--- src/rtl/prra_pkg.sv ---
// Shared constants, types and register codes of the priority round-robin arbiter.
package prra_pkg;

   localparam int NUM_QUEUES     = 8;
   localparam int PRIORITY_BITS  = 3;
   localparam int QUEUE_BITS     = $clog2(NUM_QUEUES);
   localparam int LEVEL_COUNT    = 2 ** PRIORITY_BITS;
   localparam int COUNT_BITS     = $clog2(NUM_QUEUES + 1);
   localparam int PRIO_VEC_BITS  = NUM_QUEUES * PRIORITY_BITS;
   localparam int CSR_INDEX_BITS = 1;
   localparam int CSR_DATA_BITS  = PRIO_VEC_BITS;
   localparam int REQ_DATA_BITS  = 8;
   localparam int RSP_DATA_BITS  = 8;

   typedef logic [QUEUE_BITS-1:0]    queue_idx_type;
   typedef logic [PRIORITY_BITS-1:0] level_type;

   typedef enum logic [CSR_INDEX_BITS-1:0] {
      CSR_QUEUE_COUNT      = 1'b0,
      CSR_QUEUE_PRIORITIES = 1'b1
   } csr_index_type;

   typedef struct packed {
      logic          valid;
      queue_idx_type queue;
      level_type     level;
   } grant_type;

endpackage

--- src/rtl/prra_grant_logic.sv ---
// Combinational grant decision: strict priority across levels, round-robin within a level.
module prra_grant_logic
   import prra_pkg::*;
(
   input  logic [NUM_QUEUES-1:0]    queue_nonempty,
   input  logic [COUNT_BITS-1:0]    queue_count,
   input  logic [PRIO_VEC_BITS-1:0] queue_priorities,
   input  queue_idx_type            level_ptr [LEVEL_COUNT],
   output grant_type                grant
);

   function automatic queue_idx_type lowest_set(input logic [NUM_QUEUES-1:0] vec);
      queue_idx_type result;
      result = '0;
      for (int i = NUM_QUEUES - 1; i >= 0; i--) begin
         if (vec[i]) begin
            result = QUEUE_BITS'(i);
         end
      end
      return result;
   endfunction

   logic [COUNT_BITS-1:0] used;
   logic [NUM_QUEUES-1:0] eligible;
   logic [LEVEL_COUNT-1:0] level_any;
   queue_idx_type          level_win [LEVEL_COUNT];

   assign used = (queue_count > COUNT_BITS'(NUM_QUEUES)) ? COUNT_BITS'(NUM_QUEUES) : queue_count;

   always_comb begin
      for (int i = 0; i < NUM_QUEUES; i++) begin
         eligible[i] = queue_nonempty[i] && (COUNT_BITS'(i) < used);
      end
   end

   for (genvar l = 0; l < LEVEL_COUNT; l++) begin : g_level
      logic [NUM_QUEUES-1:0] member;
      logic [NUM_QUEUES-1:0] upper;

      always_comb begin
         for (int i = 0; i < NUM_QUEUES; i++) begin
            member[i] = eligible[i] &&
                        (queue_priorities[i*PRIORITY_BITS +: PRIORITY_BITS] == PRIORITY_BITS'(l));
            upper[i]  = member[i] && (QUEUE_BITS'(i) >= level_ptr[l]);
         end
      end

      assign level_any[l] = |member;
      assign level_win[l] = (|upper) ? lowest_set(upper) : lowest_set(member);
   end

   always_comb begin
      grant = '0;
      for (int l = LEVEL_COUNT - 1; l >= 0; l--) begin
         if (level_any[l]) begin
            grant.valid = 1'b1;
            grant.queue = level_win[l];
            grant.level = PRIORITY_BITS'(l);
         end
      end
   end

endmodule

--- src/rtl/priority_round_robin_arbiter_top.sv ---
// Top level of the strict-priority arbiter with round-robin service inside each level.
// Each request word carries the non-empty mask of the queues and yields one response word
// with grant_valid and the granted queue. The block takes one request word per cycle unless
// back-pressure stalls it. A request word is held in the input register, where the grant is
// decided, and then moves to the result register, which drives the response. Back-pressure
// on the response side stalls the input only when both registers are full. The per-level
// round-robin pointers start at queue 0 after reset and keep their values across
// configuration writes.
module priority_round_robin_arbiter_top
   import prra_pkg::*;
(
   input  logic                      clock,
   input  logic                      reset,
   input  logic                      req_tvalid,
   output logic                      req_tready,
   input  logic [REQ_DATA_BITS-1:0]  req_tdata,   // Fields from bit 0: queue_nonempty.
   output logic                      rsp_tvalid,
   input  logic                      rsp_tready,
   output logic [RSP_DATA_BITS-1:0]  rsp_tdata,   // Fields from bit 0: grant_valid, grant_queue.
   input  logic                      csr_we,
   input  logic [CSR_INDEX_BITS-1:0] csr_index,
   input  logic [CSR_DATA_BITS-1:0]  csr_wdata
);

   logic [COUNT_BITS-1:0]    count_ff;
   logic [PRIO_VEC_BITS-1:0] prio_ff;
   queue_idx_type            level_ptr_ff [LEVEL_COUNT];

   logic                  in_valid_ff;
   logic [NUM_QUEUES-1:0] in_mask_ff;
   logic                  rsp_valid_ff;
   logic                  rsp_grant_ff;
   queue_idx_type         rsp_queue_ff;

   logic          advance;
   logic          take_req;
   grant_type     grant;
   queue_idx_type next_ptr_in;

   assign advance    = !rsp_valid_ff || rsp_tready;
   assign req_tready = !in_valid_ff || advance;
   assign take_req   = req_tvalid && req_tready;

   prra_grant_logic u_grant (
      .queue_nonempty   (in_mask_ff),
      .queue_count      (count_ff),
      .queue_priorities (prio_ff),
      .level_ptr        (level_ptr_ff),
      .grant            (grant)
   );

   assign next_ptr_in = (grant.queue == QUEUE_BITS'(NUM_QUEUES - 1)) ? '0
                                                                     : grant.queue + 1'b1;

   always_ff @(posedge clock) begin
      if (reset) begin
         count_ff <= '0;
         prio_ff  <= '0;
      end else if (csr_we) begin
         unique case (csr_index_type'(csr_index))
            CSR_QUEUE_COUNT:      count_ff <= csr_wdata[COUNT_BITS-1:0];
            CSR_QUEUE_PRIORITIES: prio_ff  <= csr_wdata[PRIO_VEC_BITS-1:0];
         endcase
      end
   end

   always_ff @(posedge clock) begin
      if (reset) begin
         for (int l = 0; l < LEVEL_COUNT; l++) begin
            level_ptr_ff[l] <= '0;
         end
      end else if (in_valid_ff && advance && grant.valid) begin
         level_ptr_ff[grant.level] <= next_ptr_in;
      end
   end

   always_ff @(posedge clock) begin
      if (reset) begin
         in_valid_ff <= 1'b0;
      end else if (req_tready) begin
         in_valid_ff <= req_tvalid;
      end
   end

   always_ff @(posedge clock) begin
      if (take_req) begin
         in_mask_ff <= req_tdata[NUM_QUEUES-1:0];
      end
   end

   always_ff @(posedge clock) begin
      if (reset) begin
         rsp_valid_ff <= 1'b0;
      end else if (advance) begin
         rsp_valid_ff <= in_valid_ff;
      end
   end

   always_ff @(posedge clock) begin
      if (advance && in_valid_ff) begin
         rsp_grant_ff <= grant.valid;
         rsp_queue_ff <= grant.queue;
      end
   end

   assign rsp_tvalid = rsp_valid_ff;
   assign rsp_tdata  = RSP_DATA_BITS'({rsp_queue_ff, rsp_grant_ff});

   a_grant_is_eligible: assert property (@(posedge clock) disable iff (reset)
      (in_valid_ff && grant.valid) |->
         (in_mask_ff[grant.queue] &&
          (prio_ff[grant.queue*PRIORITY_BITS +: PRIORITY_BITS] == grant.level)))
      else $error("Granted queue is empty or outside the granting level.");

   a_pointer_moves: assert property (@(posedge clock) disable iff (reset)
      (in_valid_ff && advance && grant.valid) |=>
         (level_ptr_ff[$past(grant.level)] == $past(next_ptr_in)))
      else $error("Level pointer did not move past the granted queue.");

   a_input_holds: assert property (@(posedge clock) disable iff (reset)
      (in_valid_ff && !advance) |=> (in_valid_ff && $stable(in_mask_ff)))
      else $error("Stalled request word was lost or changed.");

endmodule

--- config.mk ---
export PLATFORM = sky130hd
export DESIGN_NAME = priority_round_robin_arbiter_top
export DESIGN_NICKNAME = d
export VERILOG_FILES = /design/src/rtl/prra_pkg.sv /design/src/rtl/prra_grant_logic.sv /design/src/rtl/priority_round_robin_arbiter_top.sv
export SDC_FILE = /design/constraint.sdc
export NUM_CORES = 1
export LEC_CHECK = 0
export BUFFER_PORTS_ARGS = -buffer_cell sky130_fd_sc_hd__buf_2
export CAP_MARGIN = 10
export CORE_MARGIN = 3
export CORE_UTILIZATION = 32
export DETAILED_ROUTE_END_ITERATION = 16
export PLACE_DENSITY = 0.44
export SLEW_MARGIN = 20
export SYNTH_ARGS = -nofsm -noshare
export SYNTH_HDL_FRONTEND = slang
export SYNTH_SLANG_ARGS = --single-unit
--- constraint.sdc ---
create_clock -name clock -period 4.67 [get_ports clock]
set_input_delay 0.467 -clock clock [delete_from_list [all_inputs] [get_ports clock]]
set_output_delay 0.467 -clock clock [all_outputs]
set_load 0.05 [all_outputs]
==> results.toml, run 1 <==
[die]
die_w_microns = 139.1
dieArea_sq_um = 19350
initial_core_util = 0.3278
core_sq_um = 17300
dieHeight_microns = 139.1
ios = 48
rows = 48

[synth]
ys_seq_area_frac = 0.2542
yosys_register_bits = 66
ys_warn_count = 0
netlist_area_sq_um = 5669
synth_area_per_cell_sq_um = 7.158
synth_ff_type = "dfxtp_1"
netlist_instances = 792
synth_edf_count = 12
synth.distinct_cells = 86
async_reset_ff_frac = 0

[setup_path]
arrival_ns = 4.73
path_class = "reg2reg"
end_kind = "flop"
r2r_setup_slack_ns = 0.20
r2r-start = "count_ff[3]$_SDFFE_PP0P_"
worst-path-max-fanout = 13
reg2reg_depth = 14
start_kind = "flop"
cp.required_ns = 4.94
r2r_end = "level_ptr_ff[9]$_SDFFE_PP0P_"

[timing]
setup_ws_ns = 0.2012
min_period_ns = 4.469
rsz0062_at_grt = "no"
finalSetupTns_ns = 0
setup_viol = 0
hold-worst-slack_ns = 0.2955
max_slew_margin = 0.4227
timing.final.crit_share = 0.9569
finClkSkew_ns = 0.01122
worst_pin_slew_ns = 0.8659
hold_viol_final = 0
slew_violations = 0
timing.fmax_ghz = 0.2238

[pwr]
powerDensity_nw_per_um2 = 266.3
leakage_nw = 2.505
vdd_drop_max_mv = 0.1788
finalPower_mw = 1.719

[global_route]
antenna_found_initial = 0
grt_pass1_vias = 5932
grt_max_degree = 58
grt_usage = 0.2313
grt_pass1_wl_microns = 35020
overflow = 0

[layout]
nets = 861
drive_gt1_frac = 0.1321
insertedDiodeCount = 0
area_growth_pct = 13.88
fin_util = 0.3733

[route]
ant_nets = 0
drc = 0
drt-initial-drc-count = 663
wl_per_cell_microns = 21.49
dr_total_vias = 6292
drt_first_pass_iters = 5
vias_per_cell = 5.992
wl_microns = 22570

[clocking]
path_clk_slew_ns = 0.06
clockBufferDepth = 2
cts_tree = "yes"
cts_made_buffers = 9
ctsHoldBuffers = 0
cts-root-buf = "clkbuf_16"
cts_max_level = 3
clkSinkCount = 66
worstSkewPairLatency_ns = 0.34

[place]
numPortBuffers = 43
routabilityCongestion = 1.100
preCtsSetupSlack_ns = 0.2804
dp_hpwl_microns = 18060

[worst_hold_path]
whs_endpoint = "in_mask_ff[7]$_DFFE_PP_"
min_path_cells = 1
min_from = "req_tdata[7]"
worst_hold_path_type = "in2reg"

[outcome]
outcome = "completed"

[job]
drv_cap = 0
==> critical path, cell delays in order (launching register included) <==
cell and delay, ns:
dfxtp_1 0.41, buf_4 0.22, or4_4 0.51, nand3_1 0.25
nand4_1 0.18, o311ai_1 0.47, a21oi_1 0.08, o211ai_1 0.12
nor3b_1 0.42, o221ai_1 0.28, ha_1 0.26, ha_1 0.22
or4_1 0.53, o21ba_2 0.27, o21ai_1 0.15
==> registers in the layout (all words and copies together), names as in the netlist <==
register      flops
rsp_grant_ff      1
rsp_queue_ff      3
in_valid_ff       1
in_mask_ff        8
count_ff          4
rsp_tvalid        1
level_ptr_ff     24
prio_ff          24
==> cell type report <==
| class | instances | area [sq um] |
|---|---|---|
| Timing Repair Buffer | 68 | 415.4 |
| Inverter | 17 | 63.81 |
| Clock buffer | 10 | 239.0 |
| Tap cell | 225 | 281.5 |
| Sequential cell | 66 | 1441 |
| Fill cell | 1867 | 10840 |
| Clock inverter | 5 | 78.83 |
| Multi-Input combinational cell | 659 | 3936 |
==> power by group <==
group	internal (mW)	leakage [nW]	switching (mW)	total, mW
registers	0.607	0.555	0.0369	0.644
clock network	0.478	0.158	0.258	0.736
logic	0.112	1.79	0.228	0.339
total	1.20	2.51	0.523	1.72
==> cells in the mapped netlist (all sizes together) (15+ instances only) <==
| library cell | n | area [sq um] |
|---|---|---|
| inv | 17 | 63.81 |
| nand4 | 22 | 150.1 |
| o21ai | 38 | 193.9 |
| nor3 | 33 | 170.2 |
| a21oi | 69 | 360.3 |
| dfxtp | 54 | 1081 |
| mux2i | 21 | 210.2 |
| nor2 | 74 | 280.3 |
| nand3 | 33 | 165.2 |
| a31oi | 16 | 100.1 |
| clkbuf | 35 | 131.4 |
| buf | 18 | 118.9 |
| nor2b | 15 | 93.84 |
| nand2b | 22 | 137.6 |
| nand2 | 117 | 439.2 |
==> cell families after synthesis <==
family | after synthesis | share of synthesized area
compound gates | 229 | 0.2708
simple gates | 403 | 0.3774
buf+inv | 70 | 0.05540
other cells | 1 | 0.0006615
mux | 21 | 0.03708
fa+ha+maj | 2 | 0.004413
flops | 66 | 0.2542
==> timing repair <==
| action | CTS | global route |
|---|---|---|
| buffers inserted | 0 | 0 |
| setup endpoints to repair | 0 | 7 |
| gates resized for setup | 0 | 2 |
==> worst max-delay path by stage <==
| stage | from | to | slack, ns |
|---|---|---|---|
| after global placement | count_ff[2]$_SDFFE_PP0P_ | level_ptr_ff[6]$_SDFFE_PP0P_ | 0.29 |
| after detailed placement | count_ff[2]$_SDFFE_PP0P_ | level_ptr_ff[0]$_SDFFE_PP0P_ | 0.28 |
| final | count_ff[3]$_SDFFE_PP0P_ | level_ptr_ff[9]$_SDFFE_PP0P_ | 0.20 |
| after CTS | count_ff[2]$_SDFFE_PP0P_ | level_ptr_ff[15]$_SDFFE_PP0P_ | 0.25 |
| after global routing | count_ff[3]$_SDFFE_PP0P_ | level_ptr_ff[9]$_SDFFE_PP0P_ | 0.02 |
| after floorplan | count_ff[2]$_SDFFE_PP0P_ | level_ptr_ff[15]$_SDFFE_PP0P_ | 0.97 |
==> per-stage QoR <==
step                instance area, sq um  std cells
floorplan                           5680        795
global placement                    6107       1034
detailed placement                  6107       1034
CTS                                 6425       1049
global route                        6456       1050
finish                              6456       1050
==> cells in the final DEF (no fill, tap or decap), types with 5 or more instances in the layout <==
cell type | synthesis | layout
buf_2 | 8 | 43
nor3_1 | 32 | 31
o21a_1 | 6 | 6
clkbuf_16 | 0 | 9
a21o_1 | 5 | 5
a211oi_1 | 6 | 6
and2_1 | 11 | 11
mux2i_1 | 21 | 21
inv_1 | 17 | 17
nor2b_1 | 15 | 15
nand2b_1 | 22 | 22
nand3b_1 | 9 | 9
o21ai_0 | 33 | 33
and3_1 | 8 | 8
buf_4 | 5 | 24
o211ai_1 | 11 | 11
nand4_1 | 20 | 20
edfxtp_1 | 12 | 12
a2bb2oi_1 | 6 | 6
nand3_1 | 33 | 33
nand2_1 | 117 | 117
o22ai_1 | 8 | 8
nor2_1 | 73 | 73
a31oi_1 | 16 | 16
a221oi_1 | 5 | 5
or3_1 | 11 | 11
nor4_1 | 11 | 10
nor3b_1 | 9 | 9
a21oi_1 | 67 | 67
o21bai_1 | 5 | 5
dfxtp_1 | 54 | 54
o2111ai_1 | 7 | 7
o31ai_1 | 7 | 7
==> metal layers <==
metal  global-route usage  up-vias  part of all wire
met2               0.3615      296              0.45
met5                    0        -                 0
met1               0.3111     2939              0.44
li1                     -     3008                 -
met3              0.04379       49             0.070
met4               0.1014        0             0.041
Power figures use the tool's default switching activity.
==> run 2, diff against run 1 <==
--- a/config.mk
+++ b/config.mk
@@ -5,12 +5,14 @@
 export SDC_FILE = /design/constraint.sdc
 export NUM_CORES = 1
 export LEC_CHECK = 0
-export BUFFER_PORTS_ARGS = -buffer_cell sky130_fd_sc_hd__buf_2
+export ABC_AREA = 1
 export CAP_MARGIN = 10
 export CORE_MARGIN = 3
 export CORE_UTILIZATION = 32
+export CTS_CLUSTER_SIZE = 24
 export DETAILED_ROUTE_END_ITERATION = 16
-export PLACE_DENSITY = 0.44
+export DONT_BUFFER_PORTS = 1
+export PLACE_DENSITY = 0.42
 export SLEW_MARGIN = 20
 export SYNTH_ARGS = -nofsm -noshare
 export SYNTH_HDL_FRONTEND = slang
==> results.toml, run 2 <==
[place]
routabilityCongestion = 0.9267
dp_hpwl_microns = 16670
numPlacedInstances = 1088
numPortBuffers = 0
dpl_cell_area_sq_um = 5370
preCtsSetupSlack_ns = 1.126

[timing]
setup_ws_ns = 1.094
max_slew_margin = 0.6087
hold_viol_final = 0
finClkSkew_ns = 0.006143
slew_violations = 0
finalSetupTns_ns = 0
setup_viol = 0
timing.final.crit_share = 0.7658
worst_pin_slew_ns = 0.5853
rsz0062_at_grt = "no"
timing.fmax_ghz = 0.2796
min_period_ns = 3.576

[pwr]
leakage_nw = 2.737
clockPowerShare = 0.422
vdd_drop_max_mv = 0.2141
p_sw_frac = 0.3489
comb_power_share = 0.217
powerDensity_nw_per_um2 = 323.6
finalPower_mw = 1.845
power.share.sequential = 0.361
switching_power_uw = 643.8
p_int_mw = 1.202

[setup_path]
arrival_ns = 3.85
start_kind = "flop"
r2r_setup_slack_ns = 1.09
r2r_end = "level_ptr_ff[11]$_SDFFE_PP0P_"
crit_buf_inv = 1
crit_family = "simple AND/OR/NAND/NOR gates"
path_class = "reg2reg"
r2r-start = "count_ff[3]$_SDFFE_PP0P_"
cp.required_ns = 4.94
end_kind = "flop"
slowest_delay_ns = 0.49
critical-path-slowest-cell = "dfxtp_1"
crit_chain = "nor2_4, nand2_1, nand2_1, nor2_2, nand3_1, nor2_1, nor2_1, nand2_1, nor2_1, inv_1, nand2_1, nand2_1, nand3_1, nand2_1, nand2_1, nand2_1, nand2_1, nand2_1, nand2_1, ha_1, ha_1, o21ai_0, a21oi_1"
cp_common_cell = "nand2_1"
worst-path-max-fanout = 8
crit_cells = 23
reg2reg_depth = 23

[clocking]
clockBufferDepth = 2
cts-root-buf = "clkbuf_16"
path_clk_slew_ns = 0.06
clkSinkCount = 66
cts_max_level = 3
cts.repair.resized = 0
cts_made_buffers = 9
worstSkewPairLatency_ns = 0.34
post_cts_buffers = 0
cts_tree = "yes"
ctsHoldBuffers = 0

[route]
dr_total_vias = 5659
wl_per_cell_microns = 18.02
vias_per_cell = 5.126
drc = 0
ant_nets = 0
drt_first_pass_iters = 5
drt-initial-drc-count = 504
wl_microns = 19900

[synth]
synth_top_family_by_area = "simple AND/OR/NAND/NOR gates"
synthTopCellsByCount = "247 x nand2_1, 142 x nor2_1, 115 x inv_1"
synth_edf_count = 12
synth_top_area_share = 0.2099
synth_area_per_cell_sq_um = 5.814
synth_adder_area_share = 0.004858
async_reset_ff_frac = 0
synth-xor-area-share = 0
synth.most_common_cell = "nand2_1"
synth_top_cell_by_area = "dfxtp_1"
synth_ff_type = "dfxtp_1"
synth.distinct_cells = 44
netlist_area_sq_um = 5151
synth-simple-area-share = 0.4219
yosys_register_bits = 66
ys_warn_count = 0
synth_compound_area_frac = 0.1878
ys_seq_area_frac = 0.2798
synth_mux_area_frac = 0
netlist_instances = 886
synth.area.top_cells = "dfxtp_1 21%, nand2_1 18%, nor2_1 10%"

[layout]
mostFrequentLayoutCell = "nand2_1"
fillCellCount = 1764
area_growth_pct = 10.71
final_cell_mix = "247 x nand2_1, 142 x nor2_1, 115 x inv_1"
insertedDiodeCount = 0
drive_gt1_frac = 0.07727
final-instance-count-excl-fill = 1104
nets = 928
stdcell_area_sq_um = 5703
reg_top3 = "level_ptr_ff x24, prio_ff x24, in_mask_ff x8"

[global_route]
grt_pass1_vias = 5474
overflow = 0
grt_usage = 0.2271
antenna_found_initial = 0
grt_pass1_wl_microns = 30950
grt_max_degree = 53

[worst_hold_path]
whs_endpoint = "rsp_tvalid$_SDFFE_PP0P_"
min_from = "reset"
worst_hold_path_type = "in2reg"
min_path_cells = 1

[job]
drv_cap = 0

[die]
die_w_microns = 132.9
dieArea_sq_um = 17660
ios = 48
dieHeight_microns = 132.9
rows = 45
core_sq_um = 15480
initial_core_util = 0.3327

[outcome]
outcome = "completed"
run 2: routing by layer:
| metal | share of wire | track usage | vias up |
|---|---|---|---|
| met2 | 0.47 | 0.3804 | 173 |
| met3 | 0.053 | 0.03954 | 18 |
| met5 | 0 | 0 | - |
| met1 | 0.47 | 0.3031 | 2595 |
| li1 | - | - | 2873 |
| met4 | 0.015 | 0.05658 | 0 |
run 2: cells by family (layout without fill, tap and decap cells):
| family | after synthesis | after routing |
|---|---|---|
| other cells | 1 | 4 |
| compound gates | 178 | 178 |
| fa+ha+maj | 2 | 2 |
| simple gates | 500 | 500 |
| buf+inv | 139 | 143 |
| flops | 66 | 66 |
run 2: worst max path at each step:
stage,from,endpoint,slack (ns)
after CTS,count_ff[3]$_SDFFE_PP0P_,level_ptr_ff[11]$_SDFFE_PP0P_,1.10
final,count_ff[3]$_SDFFE_PP0P_,level_ptr_ff[11]$_SDFFE_PP0P_,1.09
after global routing,count_ff[3]$_SDFFE_PP0P_,level_ptr_ff[11]$_SDFFE_PP0P_,0.69
after floorplan,count_ff[3]$_SDFFE_PP0P_,level_ptr_ff[11]$_SDFFE_PP0P_,2.00
after global placement,count_ff[3]$_SDFFE_PP0P_,level_ptr_ff[23]$_SDFFE_PP0P_,1.14
after detailed placement,count_ff[3]$_SDFFE_PP0P_,level_ptr_ff[11]$_SDFFE_PP0P_,1.13
run 2: per-stage QoR:
stage / util / hold WS (ns)
floorplan: - / 0.4448
global placement: 0.3468 / 0.4607
detailed placement: 0.3468 / 0.4685
CTS: 0.3683 / 0.1688
global route: 0.3683 / 0.1769
finish: 0.3683 / 0.1850
run 2: cell type report:
cell class	count	area, sq um	share of cell area
Sequential cell	66	1441	0.2527
Tap cell	211	264.0	0.04629
Inverter	125	469.2	0.08227
Clock inverter	7	107.6	0.01887
Timing Repair Buffer	2	15.01	0.002633
Clock buffer	9	225.2	0.03949
Multi-Input combinational cell	684	3181	0.5577
run 2: power by group through the flow:
| stage | clock, mW | sequential [mW] | combinational (mW) |
|---|---|---|---|
| after floorplan | 0 | 0.665 | 0.288 |
| after global placement | 0 | 0.678 | 0.397 |
| after detailed placement | 0 | 0.678 | 0.400 |
| after CTS | 0.797 | 0.666 | 0.402 |
| after global routing | 0.815 | 0.670 | 0.452 |
| final | 0.779 | 0.666 | 0.400 |
run 2: worst register-to-register path: stages, from the launching register on:
cell     delay, ns
dfxtp_1       0.49
nor2_4        0.10
nand2_1       0.07
nand2_1       0.07
nor2_2        0.36
nand3_1       0.31
nor2_1        0.21
nor2_1        0.07
nand2_1       0.09
nor2_1        0.06
inv_1         0.09
nand2_1       0.06
nand2_1       0.07
nand3_1       0.07
nand2_1       0.12
nand2_1       0.06
nand2_1       0.06
nand2_1       0.06
nand2_1       0.08
nand2_1       0.07
ha_1          0.18
ha_1          0.47
o21ai_0       0.14
a21oi_1       0.14
